File: src/lst_pkg.sv
// ----------------------------------------------------------------------------
// Lazy segment tree package
// Shared sizes, request codes and the structs between the walker and the top.
// ----------------------------------------------------------------------------
`default_nettype none

package lst_pkg;

  localparam int NUM_ELEMENTS = 1024;
  localparam int IDX_W        = 10;
  localparam int CNT_W        = 11;
  localparam int VAL_W        = 32;
  localparam int DATA_W       = 64;
  localparam int TREE_SLOTS   = 2048;
  localparam int ADDR_W       = 11;
  localparam int STACK_D      = 10;
  localparam int LVL_W        = 4;
  localparam logic [CNT_W-1:0] CNT_RESET = CNT_W'(NUM_ELEMENTS);

  typedef enum logic [1:0] {
    REQ_SET = 2'd0,
    REQ_ADD = 2'd1,
    REQ_SUM = 2'd2
  } req_e;

  typedef struct packed {
    req_e              kind;
    logic [IDX_W-1:0]  lo;
    logic [IDX_W-1:0]  hi;
    logic [DATA_W-1:0] val;
    logic [IDX_W-1:0]  last;
  } req_t;

  typedef struct packed {
    logic [ADDR_W-1:0] raddr;
    logic [ADDR_W-1:0] waddr;
    logic              sum_we;
    logic [DATA_W-1:0] sum_wd;
    logic              pend_we;
    logic [DATA_W-1:0] pend_wd;
  } mem_req_t;

endpackage

`default_nettype wire

File: src/lst_walk.sv
// ----------------------------------------------------------------------------
// Tree walker
// Sequencer that walks the tree with an explicit stack, pushing pending adds
// and rebuilding parent sums by read-modify-write on the two tree stores.
// ----------------------------------------------------------------------------
`default_nettype none

module lst_walk import lst_pkg::*; (
  input  wire logic              clk_i,
  input  wire logic              rst_ni,
  input  wire logic              start_i,
  input  wire req_t              req_i,
  output logic                   ready_o,
  input  wire logic              out_free_i,
  output logic                   res_valid_o,
  output logic [DATA_W-1:0]      res_sum_o,
  output mem_req_t               mem_o,
  input  wire logic [DATA_W-1:0] sum_rd_i,
  input  wire logic [DATA_W-1:0] pend_rd_i
);

  typedef enum logic [4:0] {
    ST_CLR, ST_IDLE, ST_ENTER, ST_READ, ST_MUL, ST_PUSH, ST_CP0, ST_CP1, ST_CP2,
    ST_BODY, ST_RET, ST_RESUME, ST_PU0, ST_PU1, ST_PU2, ST_PU3, ST_PU4, ST_FIN
  } state_e;

  state_e            state_q;
  logic [ADDR_W-1:0] clr_q;
  req_e              kind_q;
  logic [IDX_W-1:0]  l_q, r_q;
  logic [DATA_W-1:0] v_q;
  logic [ADDR_W-1:0] node_q;
  logic [IDX_W-1:0]  lo_q, hi_q;
  logic [LVL_W-1:0]  depth_q;
  logic              ph_q;
  logic [IDX_W-1:0]  stk_lo_q [STACK_D];
  logic [IDX_W-1:0]  stk_hi_q [STACK_D];
  logic              stk_ph_q [STACK_D];
  logic [DATA_W-1:0] s_q, p_q, mul_q, cs_q, cp_q, cs2_q, cp2_q, tot_q, acc_q;

  logic [IDX_W-1:0]  span, mid, req_lo, req_hi;
  logic [CNT_W-1:0]  len, len_l, len_r, mul_b;
  logic [DATA_W-1:0] mul_a, prod;
  logic [ADDR_W-1:0] kid_l, kid_r;
  logic [LVL_W-1:0]  up_idx;
  logic              disjoint, full, leaf;

  assign span     = hi_q - lo_q;
  assign mid      = lo_q + {1'b0, span[IDX_W-1:1]};
  assign len      = {1'b0, hi_q} - {1'b0, lo_q} + CNT_W'(1);
  assign len_l    = {1'b0, mid} - {1'b0, lo_q} + CNT_W'(1);
  assign len_r    = {1'b0, hi_q} - {1'b0, mid};
  assign kid_l    = {node_q[ADDR_W-2:0], 1'b0};
  assign kid_r    = {node_q[ADDR_W-2:0], 1'b1};
  assign up_idx   = depth_q - LVL_W'(1);
  assign disjoint = (l_q > r_q) || (r_q < lo_q) || (l_q > hi_q);
  assign full     = (l_q <= lo_q) && (hi_q <= r_q);
  assign leaf     = (lo_q == hi_q);
  assign req_lo   = (req_i.lo > req_i.last) ? req_i.last : req_i.lo;
  assign req_hi   = (req_i.hi > req_i.last) ? req_i.last : req_i.hi;

  always_comb begin
    mul_a = p_q;
    mul_b = len;
    case (state_q)
      ST_PU2:  begin mul_a = cp_q;  mul_b = len_l; end
      ST_PU3:  begin mul_a = cp2_q; mul_b = len_r; end
      default: begin mul_a = p_q;   mul_b = len;   end
    endcase
  end

  assign prod = mul_a * {{(DATA_W-CNT_W){1'b0}}, mul_b};

  always_comb begin
    mem_o         = '0;
    mem_o.raddr   = node_q;
    mem_o.waddr   = node_q;
    unique case (state_q)
      ST_CLR: begin
        mem_o.waddr   = clr_q;
        mem_o.sum_we  = 1'b1;
        mem_o.pend_we = 1'b1;
      end
      ST_READ: begin
        mem_o.pend_we = (kind_q == REQ_ADD) && full;
        mem_o.pend_wd = pend_rd_i + v_q;
      end
      ST_PUSH: begin
        mem_o.sum_we  = 1'b1;
        mem_o.sum_wd  = s_q + mul_q;
        mem_o.pend_we = 1'b1;
      end
      ST_CP0: mem_o.raddr = kid_l;
      ST_CP1: begin
        mem_o.raddr   = kid_r;
        mem_o.waddr   = kid_l;
        mem_o.pend_we = 1'b1;
        mem_o.pend_wd = pend_rd_i + p_q;
      end
      ST_CP2: begin
        mem_o.waddr   = kid_r;
        mem_o.pend_we = 1'b1;
        mem_o.pend_wd = pend_rd_i + p_q;
      end
      ST_BODY: begin
        mem_o.sum_we  = (kind_q == REQ_SET) && leaf;
        mem_o.sum_wd  = v_q;
      end
      ST_PU0: mem_o.raddr = kid_l;
      ST_PU1: mem_o.raddr = kid_r;
      ST_PU4: begin
        mem_o.sum_we  = 1'b1;
        mem_o.sum_wd  = tot_q + cs2_q + mul_q;
      end
      default: mem_o.raddr = node_q;
    endcase
  end

  assign ready_o     = (state_q == ST_IDLE);
  assign res_valid_o = (state_q == ST_FIN) && out_free_i;
  assign res_sum_o   = acc_q;

  always_ff @(posedge clk_i or negedge rst_ni) begin
    if (!rst_ni) begin
      state_q <= ST_CLR;
      clr_q   <= '0;
      kind_q  <= REQ_SET;
      l_q     <= '0;
      r_q     <= '0;
      v_q     <= '0;
      node_q  <= '0;
      lo_q    <= '0;
      hi_q    <= '0;
      depth_q <= '0;
      ph_q    <= 1'b0;
      s_q     <= '0;
      p_q     <= '0;
      mul_q   <= '0;
      cs_q    <= '0;
      cp_q    <= '0;
      cs2_q   <= '0;
      cp2_q   <= '0;
      tot_q   <= '0;
      acc_q   <= '0;
      for (int i = 0; i < STACK_D; i++) begin
        stk_lo_q[i] <= '0;
        stk_hi_q[i] <= '0;
        stk_ph_q[i] <= 1'b0;
      end
    end else begin
      unique case (state_q)
        ST_CLR: begin
          clr_q <= clr_q + ADDR_W'(1);
          if (clr_q == ADDR_W'(TREE_SLOTS - 1)) begin
            state_q <= ST_IDLE;
          end
        end
        ST_IDLE: begin
          if (start_i) begin
            kind_q  <= req_i.kind;
            l_q     <= req_lo;
            r_q     <= req_hi;
            v_q     <= req_i.val;
            node_q  <= ADDR_W'(1);
            lo_q    <= '0;
            hi_q    <= req_i.last;
            depth_q <= '0;
            acc_q   <= '0;
            if (req_i.kind == REQ_SET || req_i.kind == REQ_ADD ||
                req_i.kind == REQ_SUM) begin
              state_q <= ST_ENTER;
            end else begin
              state_q <= ST_RET;
            end
          end
        end
        ST_ENTER: begin
          if (kind_q != REQ_SET && disjoint) begin
            state_q <= ST_RET;
          end else begin
            state_q <= ST_READ;
          end
        end
        ST_READ: begin
          s_q <= sum_rd_i;
          p_q <= pend_rd_i;
          if (kind_q == REQ_ADD && full) begin
            state_q <= ST_RET;
          end else if (pend_rd_i != '0) begin
            state_q <= ST_MUL;
          end else begin
            state_q <= ST_BODY;
          end
        end
        ST_MUL: begin
          mul_q   <= prod;
          state_q <= ST_PUSH;
        end
        ST_PUSH: begin
          s_q     <= s_q + mul_q;
          state_q <= leaf ? ST_BODY : ST_CP0;
        end
        ST_CP0: state_q <= ST_CP1;
        ST_CP1: state_q <= ST_CP2;
        ST_CP2: state_q <= ST_BODY;
        ST_BODY: begin
          if ((kind_q == REQ_SUM && full) || (kind_q == REQ_SET && leaf)) begin
            if (kind_q == REQ_SUM) begin
              acc_q <= acc_q + s_q;
            end
            state_q <= ST_RET;
          end else begin
            stk_lo_q[depth_q] <= lo_q;
            stk_hi_q[depth_q] <= hi_q;
            depth_q           <= depth_q + LVL_W'(1);
            state_q           <= ST_ENTER;
            if (kind_q == REQ_SET && l_q > mid) begin
              stk_ph_q[depth_q] <= 1'b1;
              node_q            <= kid_r;
              lo_q              <= mid + IDX_W'(1);
            end else begin
              stk_ph_q[depth_q] <= 1'b0;
              node_q            <= kid_l;
              hi_q              <= mid;
            end
          end
        end
        ST_RET: begin
          if (depth_q == '0) begin
            state_q <= (kind_q == REQ_SUM) ? ST_FIN : ST_IDLE;
          end else begin
            node_q  <= {1'b0, node_q[ADDR_W-1:1]};
            lo_q    <= stk_lo_q[up_idx];
            hi_q    <= stk_hi_q[up_idx];
            ph_q    <= stk_ph_q[up_idx];
            depth_q <= up_idx;
            state_q <= ST_RESUME;
          end
        end
        ST_RESUME: begin
          if (kind_q != REQ_SET && !ph_q) begin
            stk_lo_q[depth_q] <= lo_q;
            stk_hi_q[depth_q] <= hi_q;
            stk_ph_q[depth_q] <= 1'b1;
            depth_q           <= depth_q + LVL_W'(1);
            node_q            <= kid_r;
            lo_q              <= mid + IDX_W'(1);
            state_q           <= ST_ENTER;
          end else if (kind_q == REQ_SUM) begin
            state_q <= ST_RET;
          end else begin
            state_q <= ST_PU0;
          end
        end
        ST_PU0: state_q <= ST_PU1;
        ST_PU1: begin
          cs_q    <= sum_rd_i;
          cp_q    <= pend_rd_i;
          state_q <= ST_PU2;
        end
        ST_PU2: begin
          cs2_q   <= sum_rd_i;
          cp2_q   <= pend_rd_i;
          mul_q   <= prod;
          state_q <= ST_PU3;
        end
        ST_PU3: begin
          tot_q   <= cs_q + mul_q;
          mul_q   <= prod;
          state_q <= ST_PU4;
        end
        ST_PU4: state_q <= ST_RET;
        ST_FIN: begin
          if (out_free_i) begin
            state_q <= ST_IDLE;
          end
        end
        default: state_q <= ST_IDLE;
      endcase
    end
  end

endmodule

`default_nettype wire

File: config.mk
export PLATFORM = sky130hd
export DESIGN_NAME = lst_walk
export DESIGN_NICKNAME = d
export VERILOG_FILES = /design/src/lst_pkg.sv /design/src/lst_walk.sv
export SDC_FILE = /design/constraint.sdc
export NUM_CORES = 2
export LEC_CHECK = 0
export ABC_AREA = 1
export BUFFER_PORTS_ARGS = -buffer_cell sky130_fd_sc_hd__buf_2
export CORE_MARGIN = 3
export CORE_UTILIZATION = 40
export CTS_CLUSTER_DIAMETER = 120
export DETAILED_ROUTE_END_ITERATION = 6
export PLACE_DENSITY = 0.55
export SYNTH_ARGS = -nofsm -noshare
export SYNTH_HDL_FRONTEND = slang
export SYNTH_SLANG_ARGS = --single-unit
File: constraint.sdc
create_clock -name clk_i -period 23.5 [get_ports clk_i]
set_input_delay 3.525 -clock clk_i [delete_from_list [all_inputs] [get_ports clk_i]]
set_output_delay 3.525 -clock clk_i [all_outputs]
set_load 0.05 [all_outputs]
==> impl_metrics.csv <==
group,metric,value,unit
worst_setup_path,arrival,8.10,ns
worst_setup_path,crit_buf_inv,7,
synthesis,synth_top_family_by_area,"adder cells",
detailed_routing,routed_wl,397000,um
final_layout,drive_gt1_share,7.48,%
final_layout,synthToLayoutAreaGrowth,11.0,%
worst_setup_path,cpMaxStageDelayCell,"clkinv_2",
detailed_routing,drt_iter0_markers,8489,
flow_run,maxCapViolCount,0,
synthesis,synth_compound_area_share,18.0,%
detailed_routing,vias_per_cell,5.65,
worst_hold_path,hold_path_class,"reg -> reg",
synthesis,syn_avg_cell_area,7.29,um^2
sta,fin_setup_tns,0,ns
sta,finClkSkew,0.101,ns
synthesis,synth_seq_cells,924,
synthesis,synth_edf_count,0,
synthesis,ys_async_sr_fraction,100,%
die,io_pins,446,
grt,grt_max_degree,176,
cts,ctsHoldBuffers,0,
sta,post-route-period-util,49.5,%
synthesis,synth-xor-area-share,1.65,%
grt,antenna_found_initial,41,
worst_setup_path,startpoint_type,"flip-flop",
die,rows,167,
cts,path_clk_slew,0.07,ns
cts,worstSkewPairLatency,0.85,ns
cts,clockBufferDepth,3,
worst_setup_path,cp.required,19.98,ns
synthesis,synthMuxAreaShare,0.143,%
synthesis,yosys_most_used_dff,"dfrtp_1",
synthesis,synth_warnings,0,
detailed_routing,num_vias,83300,
cts,numCtsBuffers,115,
synthesis,seq_area_frac_synth,27.5,%
placed_design,port_buffers,445,
grt,grt_pass1_wl,573000,um
detailed_routing,dr.pass1.iters,7,
worst_setup_path,endpoint_kind,"output pin",
placed_design,gp_congestion,1.02,
sta,finalSetupViolations,0,
cts,htreeDepth,3,
die,initial_utilization,40.4,%
detailed_routing,ant_nets,0,
worst_setup_path,max_stage_delay,0.80,ns
cts,clock_sinks,924,
grt,track_usage,36.1,%
sta,max_slew_margin,17.0,%
synthesis,syn-num-nets,12900,
worst_setup_path,critPathTopFamily,"buffers and inverters",
detailed_routing,drc,0,
synthesis,yosys.area_share.simple,21.9,%
sta,min_period,11.63,ns
synthesis,synth_fa_ha_area_share,22.0,%
synthesis,yosysTopAreaCellShare,27.5,%
synthesis,synth.top_cells.by_area,"dfrtp_1 (27%), fa_1 (14%), nand2_1 (12%), ha_1 (8.0%), o21ai_0 (7.7%)",
cts,root_buffer,"clkbuf_16",
grt,first_global_vias,80600,
synthesis,synth_top_cell_by_area,"dfrtp_1",
cts,cts_setup_buffers,0,
synthesis,netlist_instances,11500,
run_status,run_status,"completed",
final_layout,nets,13200,
grt,overflow,0,
die,core-area,208000,um^2
sta,worst_slew_pin_slew,1.23,ns
sta,rsz0062_at_grt,"false",
worst_setup_path,worst-path-max-fanout,50,
die,die_x,465,um
detailed_routing,wl_per_cell,26.9,um
sta,timing.final.hold_violations,0,
cts,cts_tree,"yes",
placed_design,dp_hpwl,322000,um
die,fp.dieArea,216000,um^2
synthesis,netlist-cell-type-count,66,
worst_setup_path,path_class,"reg -> out",
cts,cts_resized,0,
synthesis,syn-cell-area,84100,um^2
sta,final_max_slew_viol_count,0,
sta,fmax,0.0860,GHz
die,die_h,465,um
[flip-flops by register name, summed over array words and instances, names as in the netlist, 5 cells and up, named ones only]
signal	count
hi_q	10
cs_q	64
v_q	64
cs2_q	64
stk_hi_q	100
state_q	5
tot_q	64
res_sum_o	64
stk_lo_q	100
l_q	10
node_q	11
cp2_q	64
s_q	64
r_q	10
lo_q	10
clr_q	11
p_q	64
cp_q	64
mul_q	64
[final timing paths]
check	startpoint	to	slack [ns]	cells past startpoint
worst min register to register	stk_lo_q[96]	stk_lo_q[96]	0.48	2
worst min-delay path	stk_lo_q[96]	stk_lo_q[96]	0.48	2
min in group asynchronous	rst_ni	res_sum_o[33]	2.70	1
worst max-delay path	state_q[3]	mem_o[40]	11.87	26
worst max register to register	hi_q[0]	mul_q[59]	12.06	47
max in group asynchronous	rst_ni	cp_q[23]	17.26	5
[layout make-up]
type | instances | area [um^2]
diodes | 28 | 70.1
clock buffers | 157 | 3210
clock inverters | 45 | 704
fillers | 21800 | 115000
inverters | 1592 | 5990
multi-input cells | 8645 | 53700
flip-flops and latches | 924 | 23100
well taps | 2788 | 3490
repair buffers | 566 | 3180
[worst register-to-register path, delay by kind of cell, from the launching register on]
family	cells	cell delay (ns)
adder cells (fa/ha/maj)	12	4.80
XOR/XNOR	1	0.61
AO/OA/AOI/OAI	6	1.55
flip-flops	1	0.40
AND/OR/NAND/NOR	20	2.65
buffers and inverters	8	1.36
[per-stage QoR]
stage               hold slack (ns)  std cells  utilization (%)  area [um^2]  setup WS, ns
floorplan                     0.448      11500                -        84100         13.41
global placement              0.462      14500             43.0        89400         11.98
detailed placement            0.468      14500             43.0        89400         12.08
CTS                           0.483      14700             44.9        93400         11.92
global route                  0.501      14700             44.9        93400         11.34
finish                        0.478      14700             44.9        93400         11.87
[layer usage]
metal  up-vias  global-route usage, %  part of all wire [%]  wire, um
met5         -                      0                 0.017        67
met4        10                   20.2                   6.6     26000
met3       678                   6.16                   7.1     28100
met2      3274                   56.2                    45    177000
met1     41100                   47.4                    42    166000
li1      38200                      -                     -         -
[Yosys cell counts, types with 6 or more instances]
library cell / instances
or2_2: 76
nor2_1: 1108
a21boi_1: 7
o31ai_1: 7
o211ai_1: 64
a22oi_1: 14
xor2_1: 92
and3_1: 9
inv_1: 1573
a221oi_1: 17
nand3_1: 375
buf_1: 30
clkinv_1: 6
o21ai_2: 9
a211oi_1: 11
nand4_1: 67
a21oi_1: 918
o21ai_1: 30
dfrtp_1: 924
nand3b_1: 24
ha_1: 539
o221ai_1: 22
o2111ai_1: 14
nand2_1: 2770
nand3_2: 6
xnor2_1: 67
clkbuf_1: 341
nor4_1: 51
o21a_1: 38
a21boi_0: 11
o21ai_0: 1299
mux2i_1: 12
o311ai_0: 11
inv_2: 13
buf_2: 11
a31oi_1: 165
nor3_1: 68
o22ai_1: 34
a21o_1: 33
o21bai_1: 40
fa_1: 586
[logic make-up after synthesis]
logic type	Yosys count
fa+ha+maj	1125
xor+xnor	159
simple gates	4570
buf+inv	1979
mux	12
flops	924
compound gates	2779
[layout by cell type, fill, tap and decap left out, types with 68 or more instances in the layout]
cell / instances
fa_1: 586
nand3_1: 374
buf_2: 445
clkbuf_16: 115
ha_1: 539
inv_1: 1569
o21ai_0: 1299
buf_4: 117
nor3_1: 68
or2_2: 76
dfrtp_1: 923
a31oi_1: 165
xor2_1: 91
nor2_1: 1101
nand2_1: 2761
a21oi_1: 918
Power is not shown: default switching activity piles up to over one toggle a cycle in this logic, so the estimate is an artifact.
